**config.mk**
```make
export PLATFORM = sky130hd
export DESIGN_NAME = edu_ctrl
export DESIGN_NICKNAME = d
export VERILOG_FILES = /design/src/rtl/edu_pkg.sv /design/src/rtl/edu_ctrl.sv
export VERILOG_INCLUDE_DIRS = /design/src /design/src/rtl
export SDC_FILE = /design/constraint.sdc
export NUM_CORES = 1
export LEC_CHECK = 0
export ABC_AREA = 0
export ABC_CLOCK_PERIOD_IN_PS = 4810
export BUFFER_PORTS_ARGS = -buffer_cell sky130_fd_sc_hd__buf_2
export CAP_MARGIN = 10
export CELL_PAD_IN_SITES_DETAIL_PLACEMENT = 2
export CELL_PAD_IN_SITES_GLOBAL_PLACEMENT = 2
export CORE_ASPECT_RATIO = 1.25
export CORE_MARGIN = 4
export CORE_UTILIZATION = 34
export CTS_CLUSTER_DIAMETER = 40
export DETAILED_ROUTE_END_ITERATION = 7
export PLACE_DENSITY_LB_ADDON = 0.1
export SLEW_MARGIN = 0
export SYNTH_ARGS = -nofsm -noshare
export SYNTH_HDL_FRONTEND = slang
export SYNTH_SLANG_ARGS = --single-unit
```
**constraint.sdc**
```tcl
create_clock -name clk_i -period 4.81 [get_ports clk_i]
set_input_delay 0.7215 -clock clk_i [delete_from_list [all_inputs] [get_ports clk_i]]
set_output_delay 0.7215 -clock clk_i [all_outputs]
set_load 0.01 [all_outputs]
```
**src/rtl/embedding_distance_unit_assert.svh**
```systemverilog
// Assertion macros shared by the embedding distance unit RTL.
// Each macro expects clk_i and rst_ni in the scope where it is used.
`ifndef EMBEDDING_DISTANCE_UNIT_ASSERT_SVH
`define EMBEDDING_DISTANCE_UNIT_ASSERT_SVH

// Same-cycle implication
`define EDU_ASSERT_NOW(label, ante, cons) \
  label: assert property (@(posedge clk_i) disable iff (!rst_ni) (ante) |-> (cons)) \
    else $error("edu check failed");

// Next-cycle implication
`define EDU_ASSERT_NEXT(label, ante, cons) \
  label: assert property (@(posedge clk_i) disable iff (!rst_ni) (ante) |=> (cons)) \
    else $error("edu check failed");

`endif

```
**src/rtl/edu_pkg.sv**
```systemverilog
// Package for the embedding distance unit: widths, codes, command types.
// No dependencies.
`default_nettype none
package edu_pkg;
  localparam int unsigned MaxVecLen  = 128;
  localparam int unsigned SumW       = 40;
  localparam int unsigned DiffSumW   = 42;
  localparam int unsigned DistW      = 48;
  localparam int unsigned SqrtSteps  = 32;
  localparam int unsigned DivSteps   = 89;
  localparam int unsigned StepCntW   = 7;

  localparam logic [1:0] ModeCosine = 2'd0;
  localparam logic [1:0] ModeEuclid = 2'd1;
  localparam logic [1:0] ModeNormSq = 2'd2;

  typedef struct packed {
    logic       clr;
    logic       acc_en;
    logic       sqrt_start;
    logic       sqrt_step;
    logic       mul_div_start;
    logic       div_step;
    logic       load_out;
    logic [1:0] mode;
  } edu_cmd_t;
endpackage
`default_nettype wire

```
**src/rtl/edu_ctrl.sv**
```systemverilog
// Controller of the embedding distance unit: sequencer, step counter,
// metric register and result valid. Depends on edu_pkg and the assert header.
`default_nettype none
`include "embedding_distance_unit_assert.svh"
module edu_ctrl (
  input  wire logic               clk_i,
  input  wire logic               rst_ni,
  input  wire logic               in_valid_i,
  input  wire logic               in_last_i,
  output logic                    in_ready_o,
  input  wire logic               cfg_valid_i,
  input  wire logic [1:0]         cfg_data_i,
  output logic                    cfg_ready_o,
  output logic                    out_valid_o,
  input  wire logic               out_ready_i,
  output edu_pkg::edu_cmd_t       cmd_o
);
  import edu_pkg::*;

  typedef enum logic [5:0] {
    StAcc  = 6'b000001,
    StPrep = 6'b000010,
    StSqrt = 6'b000100,
    StMul  = 6'b001000,
    StDiv  = 6'b010000,
    StFin  = 6'b100000
  } state_e;

  state_e               state_q, state_d;
  logic [StepCntW-1:0]  cnt_q, cnt_d;
  logic [1:0]           mode_q;
  logic                 out_valid_q, out_valid_d;
  logic                 in_fire, slot_free;

  assign in_ready_o  = (state_q == StAcc);
  assign cfg_ready_o = 1'b1;
  assign out_valid_o = out_valid_q;
  assign in_fire     = in_valid_i && in_ready_o;
  assign slot_free   = !out_valid_q || out_ready_i;

  // metric register
  always_ff @(posedge clk_i or negedge rst_ni) begin
    if (!rst_ni) begin
      mode_q <= ModeCosine;
    end else if (cfg_valid_i) begin
      mode_q <= cfg_data_i;
    end
  end

  // sequencer
  always_comb begin
    state_d     = state_q;
    cnt_d       = cnt_q;
    out_valid_d = out_valid_q;
    cmd_o       = '0;
    cmd_o.mode  = mode_q;
    if (out_valid_q && out_ready_i) begin
      out_valid_d = 1'b0;
    end
    case (state_q)
      StAcc: begin
        cmd_o.acc_en = in_fire;
        if (in_fire && in_last_i) begin
          if (mode_q == ModeCosine || mode_q == ModeNormSq) begin
            state_d = StPrep;
          end else begin
            state_d = StFin;
          end
        end
      end
      StPrep: begin
        cmd_o.sqrt_start = 1'b1;
        cnt_d   = StepCntW'(SqrtSteps - 1);
        state_d = StSqrt;
      end
      StSqrt: begin
        cmd_o.sqrt_step = 1'b1;
        cnt_d = cnt_q - 1'b1;
        if (cnt_q == '0) begin
          state_d = StMul;
        end
      end
      StMul: begin
        cmd_o.mul_div_start = 1'b1;
        cnt_d   = StepCntW'(DivSteps - 1);
        state_d = StDiv;
      end
      StDiv: begin
        cmd_o.div_step = 1'b1;
        cnt_d = cnt_q - 1'b1;
        if (cnt_q == '0) begin
          state_d = StFin;
        end
      end
      StFin: begin
        if (slot_free) begin
          cmd_o.load_out = 1'b1;
          cmd_o.clr      = 1'b1;
          out_valid_d    = 1'b1;
          state_d        = StAcc;
        end
      end
      default: begin
        state_d = StAcc;
      end
    endcase
  end

  always_ff @(posedge clk_i or negedge rst_ni) begin
    if (!rst_ni) begin
      state_q     <= StAcc;
      cnt_q       <= '0;
      out_valid_q <= 1'b0;
    end else begin
      state_q     <= state_d;
      cnt_q       <= cnt_d;
      out_valid_q <= out_valid_d;
    end
  end

  `EDU_ASSERT_NEXT(a_cos_starts_prep,
    in_fire && in_last_i && (mode_q == ModeCosine || mode_q == ModeNormSq), state_q == StPrep)
  `EDU_ASSERT_NEXT(a_fin_holds, state_q == StFin && !slot_free, state_q == StFin)
  `EDU_ASSERT_NEXT(a_div_ends, state_q == StDiv && cnt_q == '0, state_q == StFin)
endmodule
`default_nettype wire

```
# Yosys cells after proc, flatten, opt, wreduce, memory -nomap -nowiden
# Cells that the tools add are included.
[op_classes] addsub=1 n_reduce_logical=11 n_mux=17 eq_ne=11
[ops] op="$pmux W6 S6" count=1
[ops] op="$mux W6" count=5
[ops] op="$pmux W7 S3" count=1
[ops] op="$mux W1" count=10
[ops] op="$logic_not A7 Y1" count=1
[ops] op="$sub A7 B1 Y7 const B" count=1
[ops] op="$eq A6 B1 Y1 const B" count=1
[ops] op="$eq A6 B2 Y1 const B" count=1
[ops] op="$eq A6 B3 Y1 const B" count=1
[ops] op="$eq A6 B4 Y1 const B" count=1
[ops] op="$eq A6 B5 Y1 const B" count=1
[ops] op="$eq A6 B6 Y1 const B" count=1
[ops] op="$ne A2 B2 Y1 const B" count=3
[ops] op="$reduce_and A4 Y1" count=1
[ops] op="$logic_and A1 B1 Y1" count=3
[ops] op="$reduce_bool A3 Y1" count=1
[ops] op="$eq A2 B2 Y1 const B" count=1
[ops] op="$logic_not A2 Y1" count=1
[ops] op="$logic_or A1 B1 Y1" count=2
[ops] op="$ne A2 B1 Y1 const B" count=1
[ops] op="$reduce_or A2 Y1" count=1
[ops] op="$logic_not A1 Y1" count=1
[word_totals] output_inout_bits=12 wordCells=44 register_bits=16 input_bits=8

# Depth between registers and ports, before layout
[depth] ltp_word=5 ltp_mapped=6 mapped_depth_nobuf=5

# Worst setup path before layout
# No wires, ideal clock.
[synth_path] path_type="input to output" from="input port out_ready_i" to="output port cmd_o[8] (netlist bit)" stages=3 n_path_buf=1 arrival_ns=1.277 t_required_ns=4.089 path_slack_ns=2.812 cell_sequence="nand2b_1 -> nor2b_1 -> buf_4"
[synth_lines] item="from (decl)" line="edu_ctrl.sv:15" text="input wire logic out_ready_i,"
[synth_lines] item="to (decl)" line="edu_ctrl.sv:16" text="output edu_pkg::edu_cmd_t cmd_o"

==> flow_metrics.tcl <==
set metrics [dict create \
    status "finished, final reports clean" \
    crit_path_cell_trace "nor4_1 > nand2_1 > inv_1 > buf_2" \
    slew_violations 0 \
    finalCritPeriodShare_pct 54.4 \
    p_per_area_nw_per_um2 543 \
    startpoint_type "flop" \
    antennaDiodeCount 0 \
    yosys.area.top_type "dfrtp_1" \
    wl_met1_um 1040 \
    syn_inst 99 \
    synth_cell_type_count 36 \
    max-vdd-ir-drop_v 0.000224 \
    grt_max_degree 17 \
    vias_per_cell 5.36 \
    cts_sinks 16 \
    netlist_area_sq_um 915 \
    slowest_delay_ns 0.61 \
    route.detailed.drc 0 \
    hold_path.class "in -> async" \
    globalplace.congestion 0.768 \
    dr_wl_met2_um 1380 \
    path_clk_slew_ns 0.10 \
    firstDrtPassIters 2 \
    period_minus_slack_ns 2.62 \
    p_leak_nw 0.518 \
    maxUsedRoutingLayer "met4" \
    clockBufferDepth 2 \
    ys.flop_type "dfrtp_1" \
    ys_warn_count 0 \
    num_vias 799 \
    initial_utilization_pct 36.5 \
    cts_setup_buffers 0 \
    pin_count 20 \
    grt_antenna_before_repair 0 \
    clk_latency_ns 0.28 \
    synth_fp_nets 109 \
    final_core_util_pct 42.1 \
    core_sq_um 2500 \
    gr-usage-all-layers_pct 16.2 \
    max-cap-violations 0 \
    wl_per_cell_um 16.8 \
    grt_overflow 0 \
    ant_nets 0 \
    drive_gt1_share_pct 25.0 \
    path_max_fanout 9 \
    drt_wl_total_um 2500 \
    finalHoldViolCount 0 \
    routed-wl-met3_um 59 \
    required_ns 4.09 \
    synth.most_common_cell "dfrtp_1" \
    fin_skew_ns 0.00963 \
    async_flop_share_pct 100 \
    cts_root_buf "clkbuf_4" \
    dpl.hpwl_um 1960 \
    cts_tree "yes" \
    synthTopCellsByCount "dfrtp_1 (15), inv_1 (8), nand2_1 (8)" \
    crit_buf_inv 2 \
    synth_edf_count 0 \
    fmax_mhz 382 \
    cp_top_family "simple AND/OR/NAND/NOR gates" \
    cts_hold_buf 0 \
    syn_to_final_growth_pct 15.0 \
    grt_pass1_wl_um 4290 \
    cts_max_level 1 \
    tightest_slew_ns 0.677 \
    die_area_sq_um 3590 \
    total_power_mw 0.572 \
    grt_setup_unrepaired "no" \
    synth_area_leaders "dfrtp_1 (41%), o21ai_0 (3.8%), nor2b_1 (3.4%)" \
    synth-seq-cells 16 \
    yosysTopAreaCellShare_pct 41.0 \
    die_h_um 66.0 \
    worstPathArrival_ns 1.89 \
    cp-end-kind "output port" \
    cts_resized 0 \
    nets 127 \
    port-buffer-count 18 \
    timing.hold.ws_ns 0.342 \
    setup_violations 0 \
    numCtsBuffers 3 \
    path_class "reg -> out" \
    die_w_um 54.4 \
    avgSynthCellArea_sq_um 9.24 \
    placementRows 20 \
    yosysSeqAreaShare_pct 43.9 \
    tns_ns 0 \
    max-slew-margin-rel_pct 54.5 \
    slowest_stage "nor4_1" \
    drt_iter0_drc 20 \
    grt_pass1_vias 900 \
]
==> report_power, final <==
group	switching (mW)	internal, mW	total (mW)	leakage, nW
sequential	0.0548	0.183	0.238	0.195
clock	0.0428	0.0460	0.0888	0.0210
combinational	0.138	0.106	0.245	0.302
==> layout by cell type, fill, tap and decap left out, types with 2 or more instances in the layout <==
master / instances
nor2_1: 4
and2_1: 2
o311ai_0: 3
clkbuf_4: 3
nor3_1: 3
nor4_1: 3
nand3_1: 6
inv_1: 8
dfrtp_1: 15
nand2_1: 8
buf_2: 18
mux2_2: 2
nor2b_1: 5
or3_1: 2
xor2_1: 3
o21ai_0: 7
o211ai_1: 3
a21oi_1: 2
ha_1: 2
==> state kept, by name, summed over array words and instances (netlist names) <==
name / cells
mode_q: 2
out_valid_o: 1
state_q: 6
cnt_q: 7
==> layer usage <==
metal	global-route usage, %	up-vias
met2	29.9	12
li1	-	385
met4	3.74	0
met5	0	-
met1	18.9	400
met3	2.03	2
==> per-stage QoR <==
stage / setup WS (ns) / area (sq um) / std cells
4_1_cts: 2.14 / 1050 / 149
6_report: 2.19 / 1050 / 149
2_1_floorplan: 2.81 / 915 / 99
3_5_place_dp: 2.55 / 1020 / 145
5_1_grt: 2.01 / 1050 / 149
3_3_place_gp: 2.66 / 1020 / 145
==> final cells by class <==
| class | instances | area (sq um) |
|---|---|---|
| clock buffers | 4 | 36.3 |
| fillers | 297 | 1450 |
| inverters | 8 | 30.0 |
| multi-input cells | 70 | 453 |
| flip-flops and latches | 16 | 402 |
| well taps | 33 | 41.3 |
| repair buffers | 18 | 90.1 |
==> cell families (layout without fill, tap and decap cells) <==
logic type / Yosys count / count (layout) / synth area share [%]
and+or+nand+nor: 41 / 41 / 25.0
AOI/OAI and AO/OA: 21 / 21 / 16.0
DFF: 16 / 16 / 43.9
buffers and inverters: 13 / 30 / 6.57
xor gates and xnor gates: 3 / 3 / 2.87
adders and majority gates: 2 / 2 / 2.74
muxes: 2 / 2 / 2.46
other: 1 / 1 / 0.410
==> worst paths after layout <==
path | slack (ns) | cells after the start | to | start
hold reg to reg | 0.51 | 1 | state_q[1]$_DFFE_PN0P_ | mode_q[0]$_DFFE_PN0P_
setup / recovery | 2.19 | 4 | cmd_o[6] | state_q[4]$_DFFE_PN0P_
min in group clk_i | 0.51 | 1 | state_q[1]$_DFFE_PN0P_ | mode_q[0]$_DFFE_PN0P_
max in group asynchronous | 4.14 | 1 | state_q[0]$_DFFE_PN1P_ | rst_ni
setup reg to reg | 2.84 | 4 | cnt_q[6]$_DFFE_PN0P_ | state_q[5]$_DFFE_PN0P_
hold / removal | 0.34 | 1 | cnt_q[3]$_DFFE_PN0P_ | rst_ni
Power figures use the tool's default switching activity.
